File: src/sv/eg2cp_pkg.sv
// shared types and constants for the elevation grid to colored points block
`default_nettype none
package eg2cp_pkg;
    localparam logic signed [31:0] FIXED_NODATA = -32'sd9999;
    localparam logic signed [31:0] MIN_RESET = 32'sd999999900;
    localparam logic signed [31:0] MAX_RESET = -32'sd999999900;
    localparam logic [2:0] REG_COLS = 3'd0;
    localparam logic [2:0] REG_ROWS = 3'd1;
    localparam logic [2:0] REG_OX = 3'd2;
    localparam logic [2:0] REG_OY = 3'd3;
    localparam logic [2:0] REG_CELL = 3'd4;
    localparam logic [2:0] REG_NODATA = 3'd5;
    localparam logic [2:0] REG_COLOR = 3'd6;

    typedef enum logic [2:0] {
        ST_IDLE,
        ST_CHECK,
        ST_MULX,
        ST_DIV,
        ST_COLOR,
        ST_OUT
    } state_t;

    typedef struct packed {
        logic start;
        logic busy;
    } ctl_t;

    // knot tables in thousandths, five knots per channel, case key {channel, k}
    function automatic logic [9:0] knot(input logic [1:0] ch, input logic [2:0] k);
        logic [9:0] v;
        v = 10'd0;
        case ({ch, k})
            5'b00_000: v = 10'd267;
            5'b00_001: v = 10'd282;
            5'b00_010: v = 10'd127;
            5'b00_011: v = 10'd267;
            5'b00_100: v = 10'd993;
            5'b01_000: v = 10'd4;
            5'b01_001: v = 10'd141;
            5'b01_010: v = 10'd570;
            5'b01_011: v = 10'd678;
            5'b01_100: v = 10'd906;
            5'b10_000: v = 10'd329;
            5'b10_001: v = 10'd435;
            5'b10_010: v = 10'd704;
            5'b10_011: v = 10'd653;
            5'b10_100: v = 10'd569;
            default: v = 10'd0;
        endcase
        return v;
    endfunction
endpackage
`default_nettype wire

File: src/sv/eg2cp_serial_div.sv
// bit-serial restoring divider, one quotient bit per cycle
`default_nettype none
module eg2cp_serial_div #(
    parameter int NW = 33,
    parameter int QW = 17
) (
    input  wire logic          clk,
    input  wire logic          rst_n,
    input  wire eg2cp_pkg::ctl_t ctl,
    input  wire logic [NW-1:0] num,
    input  wire logic [NW-1:0] den,
    output logic               done,
    output logic [QW-1:0]      quo
);
    localparam int CW = $clog2(QW + 1);
    logic [NW-1:0] rem_reg, rem_next;
    logic [NW-1:0] num_reg, num_next;
    logic [QW-1:0] quo_reg, quo_next;
    logic [CW-1:0] cnt_reg, cnt_next;
    logic          run_reg, run_next;
    logic [NW:0]   trial;

    // upper numerator bits are known to be below den and preload the remainder
    always_comb
    begin
        rem_next = rem_reg;
        num_next = num_reg;
        quo_next = quo_reg;
        cnt_next = cnt_reg;
        run_next = run_reg;
        trial = {rem_reg, num_reg[NW-1]} - {1'b0, den};
        if (ctl.start)
        begin
            rem_next = {{QW{1'b0}}, num[NW-1:QW]};
            num_next = {num[QW-1:0], {(NW-QW){1'b0}}};
            quo_next = '0;
            cnt_next = CW'(QW);
            run_next = 1'b1;
        end
        else if (run_reg)
        begin
            num_next = {num_reg[NW-2:0], 1'b0};
            if (!trial[NW])
            begin
                rem_next = trial[NW-1:0];
                quo_next = {quo_reg[QW-2:0], 1'b1};
            end
            else
            begin
                rem_next = {rem_reg[NW-2:0], num_reg[NW-1]};
                quo_next = {quo_reg[QW-2:0], 1'b0};
            end
            cnt_next = cnt_reg - CW'(1);
            if (cnt_reg == CW'(1))
                run_next = 1'b0;
        end
    end

    always_ff @(posedge clk or negedge rst_n)
    begin
        if (!rst_n)
        begin
            run_reg <= 1'b0;
            cnt_reg <= '0;
        end
        else
        begin
            run_reg <= run_next;
            cnt_reg <= cnt_next;
        end
    end

    always_ff @(posedge clk)
    begin
        rem_reg <= rem_next;
        num_reg <= num_next;
        quo_reg <= quo_next;
    end

    assign done = !run_reg;
    assign quo = quo_reg;
endmodule
`default_nettype wire

File: src/sv/eg2cp_serial_mul.sv
// shift-and-add multiplier, one multiplier bit per cycle
`default_nettype none
module eg2cp_serial_mul #(
    parameter int AW = 27,
    parameter int BW = 17
) (
    input  wire logic            clk,
    input  wire logic            rst_n,
    input  wire eg2cp_pkg::ctl_t ctl,
    input  wire logic [AW-1:0]   a,
    input  wire logic [BW-1:0]   b,
    output logic                 done,
    output logic [AW+BW-1:0]     prod
);
    localparam int CW = $clog2(BW + 1);
    logic [AW+BW-1:0] acc_reg, acc_next;
    logic [BW-1:0]    b_reg, b_next;
    logic [CW-1:0]    cnt_reg, cnt_next;

    always_comb
    begin
        acc_next = acc_reg;
        b_next = b_reg;
        cnt_next = cnt_reg;
        if (ctl.start)
        begin
            acc_next = '0;
            b_next = b;
            cnt_next = CW'(BW);
        end
        else if (cnt_reg != '0)
        begin
            acc_next = {acc_reg[AW+BW-2:0], 1'b0}
                + (b_reg[BW-1] ? {{BW{1'b0}}, a} : '0);
            b_next = {b_reg[BW-2:0], 1'b0};
            cnt_next = cnt_reg - CW'(1);
        end
    end

    always_ff @(posedge clk or negedge rst_n)
    begin
        if (!rst_n)
            cnt_reg <= '0;
        else
            cnt_reg <= cnt_next;
    end

    always_ff @(posedge clk)
    begin
        acc_reg <= acc_next;
        b_reg <= b_next;
    end

    assign done = (cnt_reg == '0);
    assign prod = acc_reg;
endmodule
`default_nettype wire

File: src/sv/elevation_grid_to_colored_points_core.sv
// top level: raster elevation samples to colored points
// One sample is worked on at a time; a new one is accepted only in the idle state.
// A nodata sample goes from the check state straight to the output state. A point
// passes the check state, two runs of the serial multiplier for the column and
// row offsets times the cell size, the serial divider for the color position,
// the color state, which works out and then stores the level of each channel in
// turn, and the output state, which loads the output register; after that the
// block is idle and accepts the next sample. The finished point sits in
// the output register while the next sample is accepted and worked on; only a point
// still waiting there when the next one is finished stalls the block.
`default_nettype none
module elevation_grid_to_colored_points_core #(
    parameter int COLOR_FRAC_BITS = 16
) (
    input  wire logic        clk,
    input  wire logic        rst_n,
    input  wire logic        cfg_we,
    input  wire logic [2:0]  cfg_index,
    input  wire logic [31:0] cfg_data,
    input  wire logic        in_valid,
    output logic             in_ready,
    input  wire logic signed [31:0] elevation_centi,
    output logic             out_valid,
    input  wire logic        out_ready,
    output logic             point_valid,
    output logic signed [31:0] point_x,
    output logic signed [31:0] point_y,
    output logic signed [31:0] point_z,
    output logic [15:0]      red_level,
    output logic [15:0]      green_level,
    output logic [15:0]      blue_level,
    output logic [31:0]      point_number,
    output logic signed [31:0] lowest_z,
    output logic signed [31:0] highest_z,
    output logic             grid_done
);
    localparam int F = COLOR_FRAC_BITS;
    localparam int NW = 33 + F;
    localparam int QW = F + 1;
    localparam int MB = 17;
    localparam int PW = 27 + MB;

    logic [15:0] cols_reg, rows_reg;
    logic signed [31:0] ox_reg, oy_reg, nod_reg;
    logic [26:0] cell_reg;
    logic color_reg;

    always_ff @(posedge clk or negedge rst_n)
    begin
        if (!rst_n)
        begin
            cols_reg <= 16'd1;
            rows_reg <= 16'd1;
            ox_reg <= '0;
            oy_reg <= '0;
            cell_reg <= 27'd100;
            nod_reg <= eg2cp_pkg::FIXED_NODATA;
            color_reg <= 1'b0;
        end
        else if (cfg_we)
        begin
            case (cfg_index)
                eg2cp_pkg::REG_COLS: cols_reg <= cfg_data[15:0];
                eg2cp_pkg::REG_ROWS: rows_reg <= cfg_data[15:0];
                eg2cp_pkg::REG_OX: ox_reg <= cfg_data;
                eg2cp_pkg::REG_OY: oy_reg <= cfg_data;
                eg2cp_pkg::REG_CELL: cell_reg <= cfg_data[26:0];
                eg2cp_pkg::REG_NODATA: nod_reg <= cfg_data;
                eg2cp_pkg::REG_COLOR: color_reg <= cfg_data[0];
                default: ;
            endcase
        end
    end

    eg2cp_pkg::state_t state_reg, state_next;
    logic [15:0] col_reg, row_reg;
    logic signed [31:0] min_reg, max_reg;
    logic [31:0] cnt_reg;
    logic signed [31:0] z_reg;
    logic valid_reg, done_reg, pass_reg;
    logic signed [31:0] px_reg, py_reg;
    logic [15:0] xcol_reg;
    logic [16:0] roff_reg;
    logic yneg_reg;
    logic [1:0] ch_reg;
    logic half_reg;
    logic [25:0] w_reg;
    logic [15:0] r_reg, g_reg, b_reg;
    logic [QW-1:0] p_reg;
    logic obusy_reg;

    eg2cp_pkg::ctl_t mul_ctl, div_ctl;
    logic mul_done, div_done;
    logic [16:0] mul_b;
    logic [PW-1:0] prod;
    logic [NW-1:0] div_num, div_den;
    logic [QW-1:0] quo;

    logic is_nod, take, last_col, last_row;
    logic [16:0] row_off;
    logic signed [45:0] ysum;

    // whole-unit value of z equals m, with truncation toward zero
    function automatic logic whole_is(input logic signed [31:0] z,
                                      input logic signed [31:0] m);
        logic signed [39:0] base, lo, hi, zw;
        base = (40'(m) <<< 6) + (40'(m) <<< 5) + (40'(m) <<< 2);
        zw = 40'(z);
        lo = base;
        hi = base;
        if (m > 0)
            hi = base + 40'sd99;
        else if (m < 0)
            lo = base - 40'sd99;
        else
        begin
            lo = -40'sd99;
            hi = 40'sd99;
        end
        return (zw >= lo) && (zw <= hi);
    endfunction

    assign is_nod = whole_is(elevation_centi, nod_reg)
        || whole_is(elevation_centi, eg2cp_pkg::FIXED_NODATA);
    assign take = in_valid && in_ready;
    assign last_col = ({16'd0, col_reg} + 32'd1) >= {16'd0, cols_reg};
    assign last_row = ({16'd0, row_reg} + 32'd1) >= {16'd0, rows_reg};
    assign row_off = (rows_reg >= row_reg) ? {1'b0, rows_reg - row_reg}
                                           : {1'b0, row_reg - rows_reg};
    assign in_ready = (state_reg == eg2cp_pkg::ST_IDLE);

    always_comb
    begin
        state_next = state_reg;
        case (state_reg)
            eg2cp_pkg::ST_IDLE: if (take) state_next = eg2cp_pkg::ST_CHECK;
            eg2cp_pkg::ST_CHECK:
                state_next = valid_reg ? eg2cp_pkg::ST_MULX : eg2cp_pkg::ST_OUT;
            eg2cp_pkg::ST_MULX:
                if (mul_done && pass_reg) state_next = eg2cp_pkg::ST_DIV;
            eg2cp_pkg::ST_DIV:
                if (div_done) state_next = eg2cp_pkg::ST_COLOR;
            eg2cp_pkg::ST_COLOR:
                if (ch_reg == 2'd2 && half_reg) state_next = eg2cp_pkg::ST_OUT;
            eg2cp_pkg::ST_OUT: if (!obusy_reg) state_next = eg2cp_pkg::ST_IDLE;
            default: state_next = eg2cp_pkg::ST_IDLE;
        endcase
    end

    always_comb
    begin
        mul_ctl = '0;
        div_ctl = '0;
        mul_b = {1'b0, xcol_reg};
        if (state_reg == eg2cp_pkg::ST_CHECK && valid_reg)
            mul_ctl.start = 1'b1;
        if (state_reg == eg2cp_pkg::ST_MULX && mul_done && !pass_reg)
        begin
            mul_ctl.start = 1'b1;
            mul_b = roff_reg;
        end
        if (state_reg == eg2cp_pkg::ST_MULX && mul_done && pass_reg)
            div_ctl.start = 1'b1;
        mul_ctl.busy = !mul_done;
        div_ctl.busy = !div_done;
    end

    assign div_num = {1'(0), 32'(z_reg - min_reg), {F{1'b0}}};
    assign div_den = {{(F+1){1'b0}}, 32'(max_reg - min_reg)};

    eg2cp_serial_mul #(.AW(27), .BW(MB)) u_mul (
        .clk(clk), .rst_n(rst_n), .ctl(mul_ctl), .a(cell_reg), .b(mul_b),
        .done(mul_done), .prod(prod)
    );

    eg2cp_serial_div #(.NW(NW), .QW(QW)) u_div (
        .clk(clk), .rst_n(rst_n), .ctl(div_ctl), .num(div_num), .den(div_den),
        .done(div_done), .quo(quo)
    );

    // color for the current channel, scaled level then divide by 1000
    localparam logic [QW-1:0] ONE = QW'(1) << F;
    localparam logic [QW-1:0] QTR = QW'(1) << (F - 2);
    localparam logic [26:0] RECIP = 27'd68719477;
    logic [QW-1:0] pc;
    logic [1:0] seg;
    logic [QW+1:0] t;
    logic signed [11:0] c0, c1;
    logic signed [F+14:0] v;
    logic [F+30:0] lvl;
    logic [25:0] w;
    logic [52:0] scaled;
    logic [15:0] lvl16;

    always_comb
    begin
        pc = (max_reg > min_reg) ? p_reg : '0;
        if (pc > ONE) pc = ONE;
        if (pc <= QTR) seg = 2'd0;
        else if (pc <= QW'(2) * QTR) seg = 2'd1;
        else if (pc <= QW'(3) * QTR) seg = 2'd2;
        else seg = 2'd3;
        t = ({2'b0, pc} - {2'b0, QW'(seg) * QTR}) << 2;
        c0 = $signed({2'b0, eg2cp_pkg::knot(ch_reg, {1'b0, seg})});
        c1 = $signed({2'b0, eg2cp_pkg::knot(ch_reg, {1'b0, seg} + 3'd1)});
        v = ((F+15)'(c0) <<< F) + $signed({1'b0, t}) * (F+15)'(c1 - c0);
        if (v < 0) v = '0;
        lvl = (F+31)'(unsigned'(v)) * (F+31)'(65535);
        w = 26'(lvl >> F);
        scaled = 53'(w_reg) * 53'(RECIP);
        lvl16 = 16'(scaled >> 36);
    end

    logic signed [45:0] xsum;
    assign xsum = 46'(ox_reg) + $signed({2'b0, prod});
    assign ysum = yneg_reg ? 46'(oy_reg) - $signed({2'b0, prod})
                           : 46'(oy_reg) + $signed({2'b0, prod});

    function automatic logic signed [31:0] sat(input logic signed [45:0] s);
        if (s > 46'sd2147483647) return 32'sh7fffffff;
        if (s < -46'sd2147483648) return 32'sh80000000;
        return s[31:0];
    endfunction

    always_ff @(posedge clk or negedge rst_n)
    begin
        if (!rst_n)
        begin
            state_reg <= eg2cp_pkg::ST_IDLE;
            col_reg <= '0;
            row_reg <= '0;
            min_reg <= eg2cp_pkg::MIN_RESET;
            max_reg <= eg2cp_pkg::MAX_RESET;
            cnt_reg <= '0;
            obusy_reg <= 1'b0;
            pass_reg <= 1'b0;
            ch_reg <= '0;
            half_reg <= 1'b0;
            w_reg <= '0;
            z_reg <= '0;
            valid_reg <= 1'b0;
            done_reg <= 1'b0;
            xcol_reg <= '0;
            roff_reg <= '0;
            yneg_reg <= 1'b0;
            px_reg <= '0;
            py_reg <= '0;
            p_reg <= '0;
            r_reg <= '0;
            g_reg <= '0;
            b_reg <= '0;
            point_valid <= 1'b0;
            point_x <= '0;
            point_y <= '0;
            point_z <= '0;
            red_level <= '0;
            green_level <= '0;
            blue_level <= '0;
            point_number <= '0;
            lowest_z <= '0;
            highest_z <= '0;
            grid_done <= 1'b0;
        end
        else
        begin
            state_reg <= state_next;
            if (out_valid && out_ready) obusy_reg <= 1'b0;
            if (take)
            begin
                z_reg <= elevation_centi;
                valid_reg <= !is_nod;
                done_reg <= last_col && last_row;
                xcol_reg <= col_reg;
                roff_reg <= row_off;
                yneg_reg <= row_reg > rows_reg;
                pass_reg <= 1'b0;
                ch_reg <= '0;
                half_reg <= 1'b0;
                r_reg <= '0;
                g_reg <= '0;
                b_reg <= '0;
                px_reg <= '0;
                py_reg <= '0;
                if (!is_nod)
                begin
                    if (elevation_centi < min_reg) min_reg <= elevation_centi;
                    if (elevation_centi > max_reg) max_reg <= elevation_centi;
                    cnt_reg <= cnt_reg + 32'd1;
                end
                if (last_col)
                begin
                    col_reg <= '0;
                    row_reg <= last_row ? '0 : row_reg + 16'd1;
                end
                else
                    col_reg <= col_reg + 16'd1;
            end
            if (state_reg == eg2cp_pkg::ST_MULX && mul_done && !pass_reg)
            begin
                pass_reg <= 1'b1;
                px_reg <= sat(xsum);
            end
            if (state_reg == eg2cp_pkg::ST_MULX && mul_done && pass_reg)
                py_reg <= sat(ysum);
            if (state_reg == eg2cp_pkg::ST_DIV && div_done)
                p_reg <= quo;
            if (state_reg == eg2cp_pkg::ST_COLOR)
            begin
                if (!half_reg)
                begin
                    half_reg <= 1'b1;
                    w_reg <= w;
                end
                else
                begin
                    half_reg <= 1'b0;
                    ch_reg <= ch_reg + 2'd1;
                    case (ch_reg)
                        2'd0: r_reg <= color_reg ? lvl16 : '0;
                        2'd1: g_reg <= color_reg ? lvl16 : '0;
                        default: b_reg <= color_reg ? lvl16 : '0;
                    endcase
                end
            end
            if (state_reg == eg2cp_pkg::ST_OUT && !obusy_reg)
            begin
                obusy_reg <= 1'b1;
                point_valid <= valid_reg;
                point_x <= px_reg;
                point_y <= py_reg;
                point_z <= valid_reg ? z_reg : '0;
                red_level <= r_reg;
                green_level <= g_reg;
                blue_level <= b_reg;
                point_number <= cnt_reg;
                lowest_z <= min_reg;
                highest_z <= max_reg;
                grid_done <= done_reg;
            end
        end
    end

    logic unused;
    assign unused = ^{mul_ctl.busy, div_ctl.busy};
    assign out_valid = obusy_reg;
endmodule
`default_nettype wire

File: config.mk
export PLATFORM = sky130hd
export DESIGN_NAME = elevation_grid_to_colored_points_core
export DESIGN_NICKNAME = d
export VERILOG_FILES = /design/src/sv/eg2cp_pkg.sv /design/src/sv/eg2cp_serial_div.sv /design/src/sv/eg2cp_serial_mul.sv /design/src/sv/elevation_grid_to_colored_points_core.sv
export SDC_FILE = /design/constraint.sdc
export NUM_CORES = 2
export LEC_CHECK = 0
export CAP_MARGIN = 0
export CORE_MARGIN = 1.5
export CORE_UTILIZATION = 55
export CTS_CLUSTER_SIZE = 25
export DETAILED_ROUTE_END_ITERATION = 16
export DONT_BUFFER_PORTS = 1
export PLACE_DENSITY_LB_ADDON = 0.25
export SLEW_MARGIN = 30
export SYNTH_ARGS = -nofsm -noshare
export SYNTH_HDL_FRONTEND = slang
export SYNTH_SLANG_ARGS = --single-unit
File: constraint.sdc
create_clock -name clk -period 18.95 [get_ports clk]
set_input_delay 3.79 -clock clk [delete_from_list [all_inputs] [get_ports clk]]
set_output_delay 3.79 -clock clk [all_outputs]
set_load 0.05 [all_outputs]
### Word level (Yosys, flattened, before mapping)

Memory sizes are Yosys's and may differ from the RTL's.
Cells that the tools add are included.

* bits in registers: 896
* ROM bits: 640
* output and inout bits: 244
* bits in latches: 0
* memories kept: 2
* memory bits (writable): 0
* bits of input ports: 72

Memories
* (no name shown): words 32, width 10, read ports 1, clocked after Yosys merged registers in 0, wr ports 0, line eg2cp_pkg.sv:33 `case ({ch, k})`
* (no name shown): words 32, width 10, read ports 1, clocked after Yosys merged registers in 0, wr ports 0, line eg2cp_pkg.sv:33

* eq/ne operators: 19
* multiplexer cells: 85
* $mul: 3
* divide/modulo/power cells: 0
* reduce and logical (&&, ||, !) cells: 43
* bitwise operators: 2
* magnitude comparators: 22
* add/sub/neg operators: 25
* shifts and indexed selects: 0

Operator list (count)
* 32-bit 2-to-1 mux: 12
* 16-bit 2-to-1 mux: 16
* 40-bit 2-to-1 mux: 4
* 49-bit 2-to-1 mux: 3
* 31-bit 2-to-1 mux: 3
* 32-bit by 45-bit adder with 46-bit output: 2
* 46-bit by 32-bit greater-than comparator with 1-bit output, second input constant: 2
* 46-bit by 32-bit < comparator with 1-bit output, second input constant: 2
* 17-bit 2-to-1 mux: 5
* 32-bit greater-than comparator: 2
* 32-bit subtractor: 2
* 26-bit by 27-bit multiplier with 52-bit output, second input constant: 1
* 50-bit by 32-bit subtractor with 50-bit output: 1
* 46-bit 2-to-1 mux: 1
* 32-bit by 45-bit subtractor with 46-bit output: 1
* 44-bit adder: 1
* 31-bit by 16-bit multiplier with 42-bit output, second input constant: 1
* 39-bit by 34-bit adder with 40-bit output: 1
* 40-bit by 8-bit adder with 40-bit output, second input constant: 1
* 32-bit by 40-bit greater-or-equal comparator with 1-bit output: 1
* 32-bit by 40-bit less-or-equal comparator with 1-bit output: 1
* 40-bit by 8-bit subtractor with 40-bit output, second input constant: 1
* 38-bit by 37-bit adder with 39-bit output: 1
* 16-bit by 1-bit adder with 17-bit output, second input constant: 2
* other kinds (49): 132

### Logic depth before layout (Yosys ltp)

An unclocked memory read counts as a cell.

* word-level depth: 16
* depth in mapped cells: 93

### Cells and area by module

A second synthesis with hierarchy kept.

* cells, all modules: 9472
* area, all modules: 85383.1 µm²

By module, submodules not included
* elevation_grid_to_colored_points_core: seq. area each 18994.5 µm², instances 1, cells each 8141, area an instance 73862.1 µm²
* eg2cp_serial_div: seq. area each 2302.2 µm², instances 1, cells each 827, area an instance 7055.5 µm²
* eg2cp_serial_mul: seq. area each 1516.5 µm², instances 1, cells each 504, area an instance 4465.5 µm²

### Worst setup path before layout

Ideal clock, no wire load.

* path kind: reg-to-reg
* from: reg max_reg[0]
* to: reg w_reg[14]
* library setup time: 0.133 ns
* slack: 0.680 ns
* period minus slack after synthesis: 18.270 ns
* stages on the path, launching flop included: 91
* arrival time: 18.137 ns
* data required time: 18.817 ns
* cell sequence: dfrtp_1 -> inv_1 -> ha_1 -> inv_1 -> fa_1 -> a21o_1 -> a21oi_1 -> o21bai_1 -> a21oi_1 -> o21ai_0 -> a21o_1 -> a21o_1 -> a21boi_0 -> nor3_1 -> o31ai_1 -> or2_2 -> clkbuf_1 -> inv_1 -> [... 55 more ...] -> inv_1 -> fa_1 -> inv_1 -> fa_1 -> inv_1 -> ha_1 -> a21oi_1 -> o21ai_0 -> a41oi_1 -> o311ai_0 -> and2_1 -> a21oi_1 -> inv_1 -> a21oi_1 -> o21bai_1 -> a21oi_1 -> xor2_1 -> o21ai_0

* longest elaborated chain between the ends: 16
* elaborated cells on any way between the ends: 20
* classes of those cells: 4 x add/sub; 2 x mul; 6 x order compare; 6 x mux; 2 x memory

Ends and longest elaborated chain
* from (decl): line elevation_grid_to_colored_points_core.sv:77 `logic signed [31:0] min_reg, max_reg;`
* from (signal assigned): line elevation_grid_to_colored_points_core.sv:233 `max_reg <= eg2cp_pkg::MAX_RESET;`
* from (signal assigned): line elevation_grid_to_colored_points_core.sv:287 `if (elevation_centi > max_reg) max_reg <= elevation_centi;`
* 32-bit greater-than comparator (*): line elevation_grid_to_colored_points_core.sv:197 `pc = (max_reg > min_reg) ? p_reg : '0;`
* 17-bit 2-to-1 mux (*): line elevation_grid_to_colored_points_core.sv:197
* 17-bit greater-than comparator: line elevation_grid_to_colored_points_core.sv:198 `if (pc > ONE) pc = ONE;`
* 17-bit 2-to-1 mux (*): line elevation_grid_to_colored_points_core.sv:198
* 17-bit by 16-bit less-or-equal comparator with 1-bit output: line elevation_grid_to_colored_points_core.sv:201 `else if (pc <= QW'(3) * QTR) seg = 2'd2;`
* 1-bit 2-to-1 mux: line elevation_grid_to_colored_points_core.sv:201
* 2-bit 2-to-1 mux: line elevation_grid_to_colored_points_core.sv:200 `else if (pc <= QW'(2) * QTR) seg = 2'd1;`
* 2-bit 2-to-1 mux: line elevation_grid_to_colored_points_core.sv:199 `if (pc <= QTR) seg = 2'd0;`
* 2-bit by 1-bit adder with 3-bit output: line elevation_grid_to_colored_points_core.sv:205 `c1 = $signed({2'b0, eg2cp_pkg::knot(ch_reg, {1'b0, seg} + 3'd1)});`
* memory read 32 x 10 bit
* 10-bit by 10-bit subtractor with 11-bit output: line elevation_grid_to_colored_points_core.sv:206 `v = ((F+15)'(c0) <<< F) + $signed({1'b0, t}) * (F+15)'(c1 - c0);`
* 18-bit by 11-bit multiplier with 29-bit output: line elevation_grid_to_colored_points_core.sv:206
* 27-bit by 31-bit adder with 31-bit output (*): line elevation_grid_to_colored_points_core.sv:206
* 31-bit by 1-bit < comparator with 1-bit output: line elevation_grid_to_colored_points_core.sv:207 `if (v < 0) v = '0;`
* 31-bit 2-to-1 mux (*): line elevation_grid_to_colored_points_core.sv:207
* 31-bit by 16-bit multiplier with 42-bit output (*): line elevation_grid_to_colored_points_core.sv:208 `lvl = (F+31)'(unsigned'(v)) * (F+31)'(65535);`
* to (signal assigned): line elevation_grid_to_colored_points_core.sv:312 `w_reg <= w;`
* to (decl): line elevation_grid_to_colored_points_core.sv:87 `logic [25:0] w_reg;`

Every way passes the cells marked *; elsewhere a longest branch is shown, timed or not.
A chain may end at the register's enable or synchronous reset.

### Final worst setup path

Ends and elaborated chain as after synthesis.

==> summary.md <==
| Metric | Value |
|---|---|
| R2R setup slack | `just over 0.9 ns` |
| Multi-input gate area | `around 0.054 mm2` |
| Clock sink total | `between 800 and 900` |
| Cell Area, Synth | `roughly 0.082 mm2` |
| Clock Path Buffers | `3` |
| Hold Path Depth | `2` |
| Met2 wire length | `approximately 110000 um` |
| Setup TNS | `0 ns` |
| Core Rows | `~140` |
| Die area | `0.151 mm2` |
| HPWL after DPL | `~190000 um` |
| First-pass GRT wire length | `378000 um` |
| Worst Hold End | `green_level[1]` |
| GRT Util Overall | `31.9%` |
| Hold wc startpoint | `g_reg[1]` |
| Setup-failing EPs final | `0` |
| I/O Buffers | `0` |
| Dpl cell area | `approximately 0.085 mm2` |
| Io pins | `between 300 and 400` |
| Final #Nets | `~11000` |
| Die width | `389 um` |
| Final Cell Area | `roughly 0.089 mm2` |
| CP arrival | `~19 ns` |
| Post-synth top area share | `approximately 22%` |
| Post-synth EDFFs | `between 40 and 50` |
| Synth unique cells | `92` |
| Max-cap violations | `0` |
| Syn_nets | `10700` |
| Slowest cell on the critical path | `fa_1` |
| Post-synth top flop | `dfrtp_1` |
| Met1 Routed Length | `about 100000 um` |
| Vias per inst | `just under 6` |
| Status | `finished, final reports clean` |
| H-tree levels | `3` |
| Fraction of registers with async set or reset after synthesis | `85.7%` |
| Worst Setup End Kind | `register` |
| Via count | `between 60000 and 70000` |
| Final worst path period share | `between 90 and 100%` |
| Final GP Congestion | `between 0.9 and 1` |
| Clock skew | `around 0.079 ns` |
| Area grow syn2layout | `9.20%` |
| Inserted Clock Buffers | `99` |
| Fin crit period | `18.02 ns` |
| Synth area leaders | `dfrtp_1 22%, fa_1 15%, ha_1 14%` |
| Sequential cell area fraction in the yosys report | `27.3%` |
| Initial DRC Count | `about 4600` |
| Drc violations | `0` |
| Crit path launch | `max_reg[0]` |
| Clock latency on the worst-skew pair | `between 0.7 and 0.8 ns` |
| Synthesized flop and latch total | `a little under 900` |
| DRT Pass-1 Iters | `8` |
| Mean Syn Cell Area | `9.02 um2` |
| Post-DR wirelength/cell | `~21 um` |
| Most common cell after layout, fill and taps aside | `nand2_1` |
| Post-DRT Antenna Nets | `0` |
| Max Clk Rate | `roughly 0.055 GHz` |
| Hold Path Class | `reg -> reg` |
| Max-slew violations | `0` |
| Worst-path clk slew | `0.06 ns` |
| Core region area | `0.148 mm2` |
| Initial Util | `a little under three fifths` |
| Fillers | `around 13000` |
| Final wirelength | `239000 um` |
| Die Y | `389 um` |
| Most frequent cells in the layout | `1354 x nand2_1, 1118 x inv_1, 931 x ha_1` |
| Post-Synthesis Cells | `roughly 9000` |
| Reg2Reg Capture Point | `w_reg[14]` |
| CTS tree | `done` |
| FF-to-FF Start | `max_reg[0]` |
| Uppermost layer routed | `met4` |
| Slew at the pin closest to its max-slew limit | `1.06 ns` |
| GR Overflow Total | `0` |
| Reg area | `0.0223 mm2` |
| Startpoint types | `register` |
| Clk root buf | `clkbuf_16` |
| Synth warnings | `0` |
| Initial antenna violation count | `17` |
| Reg2reg path depth | `93` |
| Largest net degree at the start of global routing | `183` |
| Slew headroom | `a little under 30%` |
| CP required | `19.53 ns` |
| Max incr delay on CP | `approximately 0.62 ns` |
| Share of cells above drive strength 1 | `a little under a tenth` |
| Vias in the first global route | `roughly 66000` |
| Final Hold Violating Endpoints | `0` |
| Met3 routed WL | `18200 um` |
| Hold slack | `about 0.44 ns` |
| Max FFs per register | `between 40 and 50` |
| Crit-path max FO | `7` |
| Crit Path Category | `reg -> reg` |
| Yosys top cell by area | `dfrtp_1` |
[worst max path at each step]
| stage | end | slack (ns) | cells after the start |
|---|---|---|---|
| after global placement | w_reg[25] | 0.26 | 96 |
| after floorplan | w_reg[14] | 0.68 | 90 |
| after global routing | w_reg[25] | -0.06 | 92 |
| after CTS | w_reg[25] | 0.03 | 96 |
| final | w_reg[14] | 0.93 | 93 |
| after detailed placement | w_reg[25] | -0.006 | 96 |
[logic make-up (layout without fill, tap and decap cells)]
family,count (synthesis),after routing,synth area share (%)
XOR/XNOR,442,442,4.73
other,0,15,0
multiplexers,263,263,3.54
buffers and inverters,1429,1594,6.57
flip-flops,895,895,27.3
AND/OR/NAND/NOR,2764,2764,15.4
AO/OA/AOI/OAI,1717,1717,13.0
adder cells (fa/ha/maj),1554,1554,29.5
[repair_timing]
action                                 in CTS  in global routing
setup endpoints to repair                   7                 26
pin swaps                                   0                 28
buffers inserted                            0                 10
endpoints found under the hold margin       0                  0
resized for setup                           2                 63
hold buffers                                0                  0
[cell usage after synthesis, drive strengths merged (28+ instances only)]
cell	count
xor2	147
nand4	108
nor2b	78
o211ai	34
xnor2	295
mux2	210
a31oi	73
dfstp	61
a21o	249
mux2i	53
a211oi	53
nand2b	97
fa	618
edfxtp	49
nand2	1356
clkbuf	277
ha	936
a21oi	458
o21a	67
nor2	414
inv	1120
o21bai	38
o21ai	524
or3	41
nor4	32
and3	101
dfrtp	706
dfxtp	79
nor3	120
o31ai	43
and2	99
buf	28
nand3	215
[final cells by class]
class                   count  area share, %
clock inverters            46          0.703
flip-flops and latches    895           25.0
clock buffers             142           3.25
repair buffers            282           2.55
well taps                1930           2.70
inverters                1124           4.73
multi-input cells        6740           61.0
diodes                     15         0.0420
[worst max-delay path: cells and delay by family (launching register included)]
family	cells	cell delay, ns
AO/OA/AOI/OAI	34	5.14
XOR/XNOR	4	0.58
adder cells (fa/ha/maj)	18	7.49
buffers and inverters	17	1.75
flip-flops	1	0.38
AND/OR/NAND/NOR	20	2.48
[stage by stage]
stage / std cells / setup WS [ns] / util, %
finish: 11200 / 0.931 / 60.5
global route: 11200 / -0.0601 / 60.5
CTS: 11100 / 0.0253 / 60.2
global placement: 11000 / 0.255 / 57.7
floorplan: 9064 / 0.680 / -
detailed placement: 11000 / -0.00570 / 57.8
[layer usage]
layer	GRT usage, %	vias up
met5	0	-
li1	-	30600
met1	43.7	32200
met2	51.4	2090
met4	10.6	0
met3	5.45	411
Power is not shown: default switching activity piles up to over one toggle a cycle in this logic, so the estimate is an artifact.
